`src/design/spq_pkg.sv`:
```
// sorted priority queue package: widths, capacity defaults and codes
// no dependencies
`default_nettype none

package spq_pkg;

  localparam int SPQ_DATA_W        = 32;
  localparam int SPQ_PRIO_W        = 8;
  localparam int SPQ_STATUS_W      = 2;
  localparam int SPQ_CAPACITY      = 16;
  localparam int SPQ_PRIORITY_BITS = 8;
  localparam int SPQ_COUNT_W       = $clog2(SPQ_CAPACITY + 1);

  typedef enum logic {
    OP_ENQ = 1'b0,
    OP_DEQ = 1'b1
  } spq_op_t;

  typedef enum logic [SPQ_STATUS_W-1:0] {
    ST_OK    = 2'd0,
    ST_FULL  = 2'd1,
    ST_EMPTY = 2'd2
  } spq_status_t;

endpackage

`default_nettype wire

```
`src/design/spq_in_if.sv`:
```
// request channel of the sorted priority queue: valid, ready and the request fields
// depends on spq_pkg
`default_nettype none

interface spq_in_if
  import spq_pkg::*;
();

  logic                         valid;
  logic                         ready;
  logic                         op;
  logic signed [SPQ_DATA_W-1:0] item_data;
  logic [SPQ_PRIO_W-1:0]        item_priority;

  modport source (output valid, output op, output item_data, output item_priority,
                  input ready);
  modport sink   (input valid, input op, input item_data, input item_priority,
                  output ready);

endinterface

`default_nettype wire

```
`src/design/spq_out_if.sv`:
```
// result channel of the sorted priority queue: valid, ready and the result fields
// depends on spq_pkg
`default_nettype none

interface spq_out_if
  import spq_pkg::*;
#(
  parameter int CNT_W = SPQ_COUNT_W
) ();

  logic                         valid;
  logic                         ready;
  logic [SPQ_STATUS_W-1:0]      status;
  logic signed [SPQ_DATA_W-1:0] removed_data;
  logic [SPQ_PRIO_W-1:0]        removed_priority;
  logic                         head_valid;
  logic signed [SPQ_DATA_W-1:0] head_data;
  logic [SPQ_PRIO_W-1:0]        head_priority;
  logic [CNT_W-1:0]             entry_count;

  modport source (output valid, output status, output removed_data,
                  output removed_priority, output head_valid, output head_data,
                  output head_priority, output entry_count, input ready);
  modport sink   (input valid, input status, input removed_data,
                  input removed_priority, input head_valid, input head_data,
                  input head_priority, input entry_count, output ready);

endinterface

`default_nettype wire

```
`src/design/sorted_priority_queue.sv`:
```
// sorted priority queue top level: slot memory, insertion/removal sequencer, result register
// depends on spq_pkg, spq_in_if, spq_out_if
//
// usage:
//   in_ch carries one request: op enqueue (item_data, item_priority) or dequeue.
//   out_ch returns one result per request: status, removed entry, head and count.
//   entries sit sorted in a single-port-read slot memory; one compare/move step
//   per cycle walks the memory, so the block takes one request at a time
//   (in_ch.ready is high only while the sequencer is idle).
//   enqueue: the walk takes one step per entry moved up, then writes the new entry
//   (an empty queue takes the entry directly, with no walk)
//   dequeue: the walk shifts down each entry left after removal
//   full enqueue and empty dequeue move no entry.
//   the next request can be taken in the same cycle as the result appears.
//   the result sits in an output register; while the receiver stalls one further
//   request is taken and the sequencer holds in its last state until the register frees.
//   reset (rst_n low, synchronous) empties the queue; the slot memory itself
//   is not cleared, only the entry count.
`default_nettype none

module sorted_priority_queue
  import spq_pkg::*;
#(
  parameter int CAPACITY      = SPQ_CAPACITY,
  parameter int PRIORITY_BITS = SPQ_PRIORITY_BITS
) (
  input  wire         clk,
  input  wire         rst_n,
  spq_in_if.sink      in_ch,
  spq_out_if.source   out_ch
);

  localparam int AW = (CAPACITY > 1) ? $clog2(CAPACITY) : 1;
  localparam int CW = $clog2(CAPACITY + 1);
  localparam int PW = (PRIORITY_BITS < SPQ_PRIO_W) ? PRIORITY_BITS : SPQ_PRIO_W;

  typedef struct packed {
    logic signed [SPQ_DATA_W-1:0] data;
    logic [PW-1:0]                prio;
  } slot_t;

  typedef enum logic [7:0] {
    S_IDLE     = 8'b0000_0001,
    S_ENQ_CMP  = 8'b0000_0010,
    S_ENQ_PUT  = 8'b0000_0100,
    S_DEQ_TAKE = 8'b0000_1000,
    S_DEQ_SH   = 8'b0001_0000,
    S_HEAD_RD  = 8'b0010_0000,
    S_HEAD_CAP = 8'b0100_0000,
    S_FIN      = 8'b1000_0000
  } state_t;

  slot_t mem [CAPACITY];
  slot_t rd_q;

  state_t                       state_r, state_nxt;
  logic [CW-1:0]                count_r, count_nxt;
  logic [AW-1:0]                idx_r, idx_nxt;
  slot_t                        new_r, new_nxt;
  spq_status_t                  status_r, status_nxt;
  slot_t                        rem_r, rem_nxt;
  logic                         hvalid_r, hvalid_nxt;
  slot_t                        head_r, head_nxt;

  logic                         out_valid_r;
  spq_status_t                  o_status_r;
  slot_t                        o_rem_r, o_head_r;
  logic                         o_hvalid_r;
  logic [CW-1:0]                o_count_r;

  logic [AW-1:0]                rd_addr;
  logic                         wr_en;
  logic [AW-1:0]                wr_addr;
  slot_t                        wr_data;
  logic                         load_out;
  logic [CW-1:0]                cnt_m1;
  logic [CW:0]                  idx_p2;

  assign in_ch.ready = (state_r == S_IDLE);
  assign load_out    = (state_r == S_FIN) && (!out_valid_r || out_ch.ready);
  assign cnt_m1      = count_r - CW'(1);
  assign idx_p2      = (CW+1)'(idx_r) + (CW+1)'(2);

  // slot memory
  always_ff @(posedge clk) begin
    if (wr_en) begin
      mem[wr_addr] <= wr_data;
    end
    rd_q <= mem[rd_addr];
  end

  always_comb begin
    state_nxt  = state_r;
    count_nxt  = count_r;
    idx_nxt    = idx_r;
    new_nxt    = new_r;
    status_nxt = status_r;
    rem_nxt    = rem_r;
    hvalid_nxt = hvalid_r;
    head_nxt   = head_r;
    rd_addr    = '0;
    wr_en      = 1'b0;
    wr_addr    = idx_r;
    wr_data    = new_r;

    unique case (state_r)
      S_IDLE: begin
        if (in_ch.valid) begin
          new_nxt.data = in_ch.item_data;
          new_nxt.prio = in_ch.item_priority[PW-1:0];
          status_nxt   = ST_OK;
          rem_nxt      = '0;
          if (in_ch.op == OP_ENQ) begin
            if (count_r == CW'(CAPACITY)) begin
              status_nxt = ST_FULL;
              state_nxt  = S_HEAD_RD;
            end else if (count_r == '0) begin
              wr_en        = 1'b1;
              wr_addr      = '0;
              wr_data.data = in_ch.item_data;
              wr_data.prio = in_ch.item_priority[PW-1:0];
              count_nxt    = CW'(1);
              state_nxt    = S_HEAD_RD;
            end else begin
              idx_nxt   = count_r[AW-1:0];
              rd_addr   = cnt_m1[AW-1:0];
              state_nxt = S_ENQ_CMP;
            end
          end else begin
            if (count_r == '0) begin
              status_nxt = ST_EMPTY;
              state_nxt  = S_HEAD_RD;
            end else begin
              rd_addr   = '0;
              state_nxt = S_DEQ_TAKE;
            end
          end
        end
      end
      S_ENQ_CMP: begin
        wr_en = 1'b1;
        if (rd_q.prio > new_r.prio) begin
          wr_data = rd_q;
          idx_nxt = idx_r - AW'(1);
          if (idx_r == AW'(1)) begin
            state_nxt = S_ENQ_PUT;
          end else begin
            rd_addr = idx_r - AW'(2);
          end
        end else begin
          count_nxt = count_r + CW'(1);
          state_nxt = S_HEAD_RD;
        end
      end
      S_ENQ_PUT: begin
        wr_en     = 1'b1;
        count_nxt = count_r + CW'(1);
        state_nxt = S_HEAD_RD;
      end
      S_DEQ_TAKE: begin
        rem_nxt   = rd_q;
        count_nxt = cnt_m1;
        if (count_r == CW'(1)) begin
          state_nxt = S_HEAD_RD;
        end else begin
          rd_addr   = AW'(1);
          idx_nxt   = '0;
          state_nxt = S_DEQ_SH;
        end
      end
      S_DEQ_SH: begin
        wr_en   = 1'b1;
        wr_data = rd_q;
        if ((CW+1)'(idx_r) + (CW+1)'(1) == (CW+1)'(count_r)) begin
          state_nxt = S_HEAD_RD;
        end else begin
          rd_addr = idx_p2[AW-1:0];
          idx_nxt = idx_r + AW'(1);
        end
      end
      S_HEAD_RD: begin
        rd_addr = '0;
        if (count_r == '0) begin
          hvalid_nxt = 1'b0;
          head_nxt   = '0;
          state_nxt  = S_FIN;
        end else begin
          state_nxt = S_HEAD_CAP;
        end
      end
      S_HEAD_CAP: begin
        hvalid_nxt = 1'b1;
        head_nxt   = rd_q;
        state_nxt  = S_FIN;
      end
      S_FIN: begin
        if (load_out) begin
          state_nxt = S_IDLE;
        end
      end
      default: begin
        state_nxt = S_IDLE;
      end
    endcase
  end

  // control state
  always_ff @(posedge clk) begin
    if (!rst_n) begin
      state_r     <= S_IDLE;
      count_r     <= '0;
      out_valid_r <= 1'b0;
    end else begin
      state_r <= state_nxt;
      count_r <= count_nxt;
      if (load_out) begin
        out_valid_r <= 1'b1;
      end else if (out_ch.ready) begin
        out_valid_r <= 1'b0;
      end
    end
  end

  // payload
  always_ff @(posedge clk) begin
    idx_r    <= idx_nxt;
    new_r    <= new_nxt;
    status_r <= status_nxt;
    rem_r    <= rem_nxt;
    hvalid_r <= hvalid_nxt;
    head_r   <= head_nxt;
    if (load_out) begin
      o_status_r <= status_r;
      o_rem_r    <= rem_r;
      o_hvalid_r <= hvalid_r;
      o_head_r   <= head_r;
      o_count_r  <= count_r;
    end
  end

  assign out_ch.valid            = out_valid_r;
  assign out_ch.status           = o_status_r;
  assign out_ch.removed_data     = o_rem_r.data;
  assign out_ch.removed_priority = SPQ_PRIO_W'(o_rem_r.prio);
  assign out_ch.head_valid       = o_hvalid_r;
  assign out_ch.head_data        = o_head_r.data;
  assign out_ch.head_priority    = SPQ_PRIO_W'(o_head_r.prio);
  assign out_ch.entry_count      = o_count_r;

endmodule

`default_nettype wire

```
`src/flat_wrapper.sv`:
```
// flat-port wrapper written by rule: the top's interface ports become plain ports
module sorted_priority_queue_flat import spq_pkg::*;
#(
  parameter int CAPACITY      = SPQ_CAPACITY,
  parameter int PRIORITY_BITS = SPQ_PRIORITY_BITS
)
  (clk, rst_n, in_ch_valid, in_ch_op, in_ch_item_data, in_ch_item_priority, in_ch_ready, out_ch_valid, out_ch_status, out_ch_removed_data, out_ch_removed_priority, out_ch_head_valid, out_ch_head_data, out_ch_head_priority, out_ch_entry_count, out_ch_ready);
  spq_in_if in_ch_i ();
  spq_out_if out_ch_i ();
  input  wire clk;
  input  wire rst_n;
  input wire logic [$bits(in_ch_i.valid)-1:0] in_ch_valid;
  input wire logic [$bits(in_ch_i.op)-1:0] in_ch_op;
  input wire logic [$bits(in_ch_i.item_data)-1:0] in_ch_item_data;
  input wire logic [$bits(in_ch_i.item_priority)-1:0] in_ch_item_priority;
  output wire logic [$bits(in_ch_i.ready)-1:0] in_ch_ready;
  output wire logic [$bits(out_ch_i.valid)-1:0] out_ch_valid;
  output wire logic [$bits(out_ch_i.status)-1:0] out_ch_status;
  output wire logic [$bits(out_ch_i.removed_data)-1:0] out_ch_removed_data;
  output wire logic [$bits(out_ch_i.removed_priority)-1:0] out_ch_removed_priority;
  output wire logic [$bits(out_ch_i.head_valid)-1:0] out_ch_head_valid;
  output wire logic [$bits(out_ch_i.head_data)-1:0] out_ch_head_data;
  output wire logic [$bits(out_ch_i.head_priority)-1:0] out_ch_head_priority;
  output wire logic [$bits(out_ch_i.entry_count)-1:0] out_ch_entry_count;
  input wire logic [$bits(out_ch_i.ready)-1:0] out_ch_ready;
  assign in_ch_i.valid = in_ch_valid;
  assign in_ch_i.op = in_ch_op;
  assign in_ch_i.item_data = in_ch_item_data;
  assign in_ch_i.item_priority = in_ch_item_priority;
  assign in_ch_ready = in_ch_i.ready;
  assign out_ch_valid = out_ch_i.valid;
  assign out_ch_status = out_ch_i.status;
  assign out_ch_removed_data = out_ch_i.removed_data;
  assign out_ch_removed_priority = out_ch_i.removed_priority;
  assign out_ch_head_valid = out_ch_i.head_valid;
  assign out_ch_head_data = out_ch_i.head_data;
  assign out_ch_head_priority = out_ch_i.head_priority;
  assign out_ch_entry_count = out_ch_i.entry_count;
  assign out_ch_i.ready = out_ch_ready;
  sorted_priority_queue #(.CAPACITY(CAPACITY), .PRIORITY_BITS(PRIORITY_BITS)) u_core (.clk(clk), .rst_n(rst_n), .in_ch(in_ch_i), .out_ch(out_ch_i));
endmodule
```
`config.mk`:
```
export PLATFORM = sky130hd
export DESIGN_NAME = sorted_priority_queue_flat
export DESIGN_NICKNAME = d
export VERILOG_FILES = /design/src/design/spq_pkg.sv /design/src/design/spq_in_if.sv /design/src/design/spq_out_if.sv /design/src/design/sorted_priority_queue.sv /design/src/flat_wrapper.sv
export SDC_FILE = /design/constraint.sdc
export NUM_CORES = 1
export LEC_CHECK = 0
export ABC_AREA = 1
export BUFFER_PORTS_ARGS = -buffer_cell sky130_fd_sc_hd__buf_2
export CAP_MARGIN = 20
export CORE_ASPECT_RATIO = 1.75
export CORE_MARGIN = 4
export CORE_UTILIZATION = 56
export DETAILED_ROUTE_END_ITERATION = 7
export PLACE_DENSITY = 0.73
export SYNTH_ARGS = -nofsm -noshare
export SYNTH_HDL_FRONTEND = slang
export SYNTH_SLANG_ARGS = --single-unit
```
`constraint.sdc`:
```
create_clock -name clk -period 5.3 [get_ports clk]
set_input_delay 0.795 -clock clk [delete_from_list [all_inputs] [get_ports clk]]
set_output_delay 0.795 -clock clk [all_outputs]
set_load 0.01 [all_outputs]
```
* Word level (Yosys, flattened, before mapping)
Memory sizes are Yosys's and may differ from the RTL's. A register that Yosys moved wholly into a read port is not among the register bits. Cells that the tools add are included. Widths: inputs -> output; s select.
Operators by class: equal/unequal tests 25, $lt $le $gt $ge 1, reduce and logical (&&, ||, !) cells 16, add/subtract/negate cells 7, multiplexer cells 64
Operator list (count):
- $mux 40 | 7
- $pmux 40 s2 | 2
- $pmux 40 s3 | 1
- $mux 4 | 19
- $mux 8 | 8
- $pmux 8 s8 | 1
- $pmux 4 s4 | 2
- $mux 5 | 5
- $pmux 5 s4 | 1
- $mux 6 | 3
- $ne 2x2->1 const B | 7
- $mux 1 | 11
- $ne 2x1->1 const B | 5
- $eq 8x1->1 const B | 1
- $eq 8x2->1 const B | 1
- $eq 8x3->1 const B | 1
- $eq 8x4->1 const B | 1
- $eq 8x5->1 const B | 1
- $eq 8x6->1 const B | 1
- $eq 8x7->1 const B | 1
- $eq 8x8->1 const B | 1
- $gt 8x8->1 | 1
- $reduce_and 8->1 | 1
- $reduce_bool 4->1 | 2
- other kinds (23) | 29
Storage, ports and cells: logic and storage cells 133, input bits 45, memories 1, bits in writable memories 640, register bits after elaboration 229
Memories:
- u_core.mem | depth 16, width 40, read ports 1, clocked after memory_dff 1, write ports 1, line sorted_priority_queue.sv:53 | slot_t mem [CAPACITY];

* Longest topological paths before layout
depth after elaboration 8, gate-level depth with buffers 20

* Worst setup path after synthesis
OpenSTA, ideal clock, no wires.
kind reg-to-reg, from register u_core.state_r[2], to register u_core.o_count_r[0] (netlist: u_core.out_ch.entry_count[0]), enable pin, slack 215 ps, required time 4765 ps, setup time 535 ps, arrival 4550 ps, stages on the path, launching flop included 6, cells stage by stage dfxtp_1 -> nor2_4 -> nand2_2 -> nor4_1 -> inv_1 -> nor2_1
Between the ends: word-level cells in the longest chain between the ends 2
RTL lines:
- start: declaration | line sorted_priority_queue.sv:56 | state_t state_r, state_nxt;
- start signal: assignment | line sorted_priority_queue.sv:214 | state_r <= state_nxt;
- $eq 8x8->1 | line sorted_priority_queue.sv:80 | assign load_out = (state_r == S_FIN) && (!out_valid_r || out_ch.ready);
- $logic_and 1x1->1 | line sorted_priority_queue.sv:80
- net u_core.load_out | line sorted_priority_queue.sv:75 | logic load_out;
- end signal: assignment | line sorted_priority_queue.sv:237 | o_count_r <= count_r;
- end: declaration | line sorted_priority_queue.sv:69 | logic [CW-1:0] o_count_r;
The timed path passes the listed nets, and every way through them passes these cells. A chain may end at the register's enable or synchronous reset.

* Final worst setup path
from register u_core.idx_r[0], to register, netlist name u_core.rd_q[22]
Between the ends: word-level cells in the longest chain between the ends 4, elaborated cells between the ends (all ways) 9, classes of those cells add/sub (3); eq/ne (2); mux (4)
RTL lines:
- start: declaration | line sorted_priority_queue.sv:58 | logic [AW-1:0] idx_r, idx_nxt;
- start signal: assignment | line sorted_priority_queue.sv:226 | idx_r <= idx_nxt;
- $add 4x1->5 (tied with other cells) | line sorted_priority_queue.sv:174 | if ((CW+1)'(idx_r) + (CW+1)'(1) == (CW+1)'(count_r)) begin
- $eq 6x5->1 or $mux 4 (tied branches) | line sorted_priority_queue.sv:174, sorted_priority_queue.sv:145
- $mux 4, on equally long branches | line sorted_priority_queue.sv:174, sorted_priority_queue.sv:142
- $pmux 4 s4 (*) | line sorted_priority_queue.sv:106 | unique case (state_r)
Every way passes the cells marked *; elsewhere a longest branch is shown, timed or not.

==> impl_metrics.toml <==
[detailed_routing]
drtIter0Drc = 2559
ant_nets = 0
dr_wl_met2_um = 46080
met1_length_um = 34140
route.detailed.drc = 0
dr_total_vias = 24936
viasPerCell = 5.704
drt-pass1-iter-count = 6
drt-total-wl_um = 92820
wl_met3_um = 8274
top_layer_used = "met4"
route.detailed.wl_per_inst_um = 21.23

[critical_path]
r2r-end = "u_core.rd_q[22]"
critPathCaptureType = "flip-flop"
ff2ff_setup_slack_ps = 1520
cp-startpoint = "u_core.idx_r[0]"
cp_data_required_time_ps = 5810
rr_worst_depth = 18
startpoint_type = "flip-flop"
cp.arrival_ps = 4290
worst-path-max-fanout = 49
critical_path_class = "flip-flop to flip-flop"
crit-reg2reg-launch = "u_core.idx_r[0]"

[floorplanning]
initial_core_util_pct = 56.65
io_pins = 135
fp.dieW_um = 205.7
die_area_mm2 = 0.07282
die_h_um = 354.0
num_rows = 126
core_mm2 = 0.06763

[logic_synthesis]
synth_top_area_share_pct = 67.02
syn_area_mm2 = 0.03831
synth.largest_area_cell = "edfxtp_1"
ys_warn_count = 0
synthesis.instances = 3342
synth.avg_cell_area_um2 = 11.46
synth-seq-cells = 909
yosysSeqAreaShare_pct = 69.84
synth_edf_count = 855
ys_async_sr_fraction_pct = 0
ys.flop_type = "edfxtp_1"
yosys-top-cells-area = "edfxtp_1 67%, nand3_1 9.7%, inv_1 5.5%, nand2_1 5.1%, nand3b_1 3.0%"
ys_types = 45
synth.net_count = 3405

[run]
cap_violations = 0

[sta]
final.setup.tns_ps = 0
fmax_mhz = 264.5
slew_headroom_pct = 32.59
skew_ps = 18.27
setup_viol = 0
period_minus_slack_ps = 3781
layout_worst_path_cycle_share_pct = 71.34
finalMaxSlewViolations = 0
tightest_slew_ps = 1011
hold_ws_ps = 370.8
grt_setup_unrepaired = "false"
finalHoldViolCount = 0

[place]
port_buffers = 134
gp_congestion = 0.9234
dp_hpwl_um = 49240

[clock_network]
cts_tree = "yes"
cts_max_path_buffers = 3
cts_num_sinks = 909
numCtsBuffers = 74
path_clk_slew_ps = 70
clk_latency_ps = 620
cts_hold_buf = 0
h-tree-depth = 3
clock-root-buffer = "clkbuf_16"
post_cts.repair.setup_buffers = 0
post_cts_resized = 0

[pwr]
p_leak_nw = 16.90
power_density_mw_per_mm2 = 491.8
ir_drop_mv = 0.2570

[cells_and_area]
nets = 3475
area_growth_pct = 10.59
fin_util_pct = 62.64
drive_gt1_share_pct = 9.968

[grt]
grt_use_total_pct = 25.28
gr-total-overflow = 0
grt_first_pass_wirelength_um = 140200
grt_pass1_vias = 24403
grt_max_degree = 193
antenna_found_initial = 4

[hold_path]
holdPathStages = 1
min_path_type = "primary input to flip-flop"
min_to = "u_core.new_r[26]"
holdCritStartpoint = "in_ch_item_data[18]"

[status]
status = "finished clean"
report_power, final:
group | leakage (nW) | total [mW] | switching, mW | internal, mW
sequential | 8.23 | 10.1 | 0.384 | 9.75
clock | 1.23 | 5.73 | 2.46 | 3.27
combinational | 7.45 | 4.98 | 3.80 | 1.18
total | 16.9 | 20.8 | 6.64 | 14.2
through the flow:
| step | total power, mW | instances | worst slack (ps) | instance area, µm² |
|---|---|---|---|---|
| after global placement | 15.01 | 4230 | 1639 | 39790 |
| after floorplan | 13.43 | 3342 | 214.7 | 38310 |
| after detailed placement | 15.15 | 4232 | 1586 | 39820 |
| after CTS | 20.84 | 4367 | 1553 | 42350 |
| final | 20.84 | 4372 | 1519 | 42370 |
| after global routing | 21.73 | 4370 | 1200 | 42360 |
worst max path at each step:
stage                                   end  cells past startpoint  slack, ps
2_1_floorplan  u_core.out_ch.entry_count[0]                      5        210
3_3_place_gp                 u_core.rd_q[4]                     17       1640
3_5_place_dp                 u_core.rd_q[4]                     17       1590
4_1_cts                      u_core.rd_q[4]                     17       1550
5_1_grt                      u_core.rd_q[4]                     17       1200
6_report                    u_core.rd_q[22]                     18       1520
critical path, cell delays in order, from the launching register on:
cell	delay [ps]
edfxtp_1	690
inv_2	130
ha_1	330
inv_1	90
nand2_1	60
nand2_1	70
nand2_1	50
nor2_1	90
nand3_1	110
nand2_1	140
inv_1	70
nand2_1	50
nand2_1	90
nor2_4	110
buf_4	480
buf_4	730
nand3_1	170
nand3_1	120
nand2_1	60
cell type report:
cell class / instances / area (µm²)
diodes: 5 / 12.51
clock buffers: 99 / 2091
clock inverters: 36 / 446.7
fillers: 5125 / 25270
inverters: 573 / 2160
multi-input cells: 1673 / 8569
flip-flops and latches: 909 / 26760
well taps: 896 / 1121
repair buffers: 181 / 1211
cells in the mapped netlist (all sizes together), types with 2 or more instances:
library cell	count
nand4	4
inv	572
o22ai	2
nor4	6
clkbuf	52
nor2	130
nor3	7
o221ai	3
xor2	4
o21ai	9
xnor2	2
a21oi	14
nand2	528
nand3b	152
edfxtp	855
a22oi	41
dfxtp	54
ha	18
nand3	742
buf	135
or2	2
a211oi	2
state kept, by name (all words and copies together) (netlist names), 32 cells and up:
register and flops:
u_core.head_r 40, u_core.mem 640, u_core.new_r 40, u_core.out_ch.head_data 32
u_core.out_ch.removed_data 32, u_core.rd_q 40, u_core.rem_r 40
cell families (layout without fill, tap and decap cells):
logic type	Yosys count	in the layout	share of synthesized area, %
simple gates	1571	1571	19.67
flops	909	909	69.84
buf+inv	760	889	8.318
compound gates	78	78	1.444
fa+ha+maj	18	18	0.5879
xor+xnor	6	6	0.1372
other cells	0	5	0
layer usage:
layer  global-route usage, %  vias up
li1                        -    11444
met3                   4.215      277
met2                   42.94     1216
met4                   12.11        0
met5                       0        -
met1                   31.49    11999
cells in the final DEF (no fill, tap or decap), drive strengths merged, types with 41 or more instances in the layout:
cell type / instances
nor2: 130
nand3b: 152
buf: 181
clkbuf: 99
edfxtp: 855
nand2: 528
inv: 573
dfxtp: 54
a22oi: 41
nand3: 742
No activity file was read; power rests on OpenSTA's default activity.
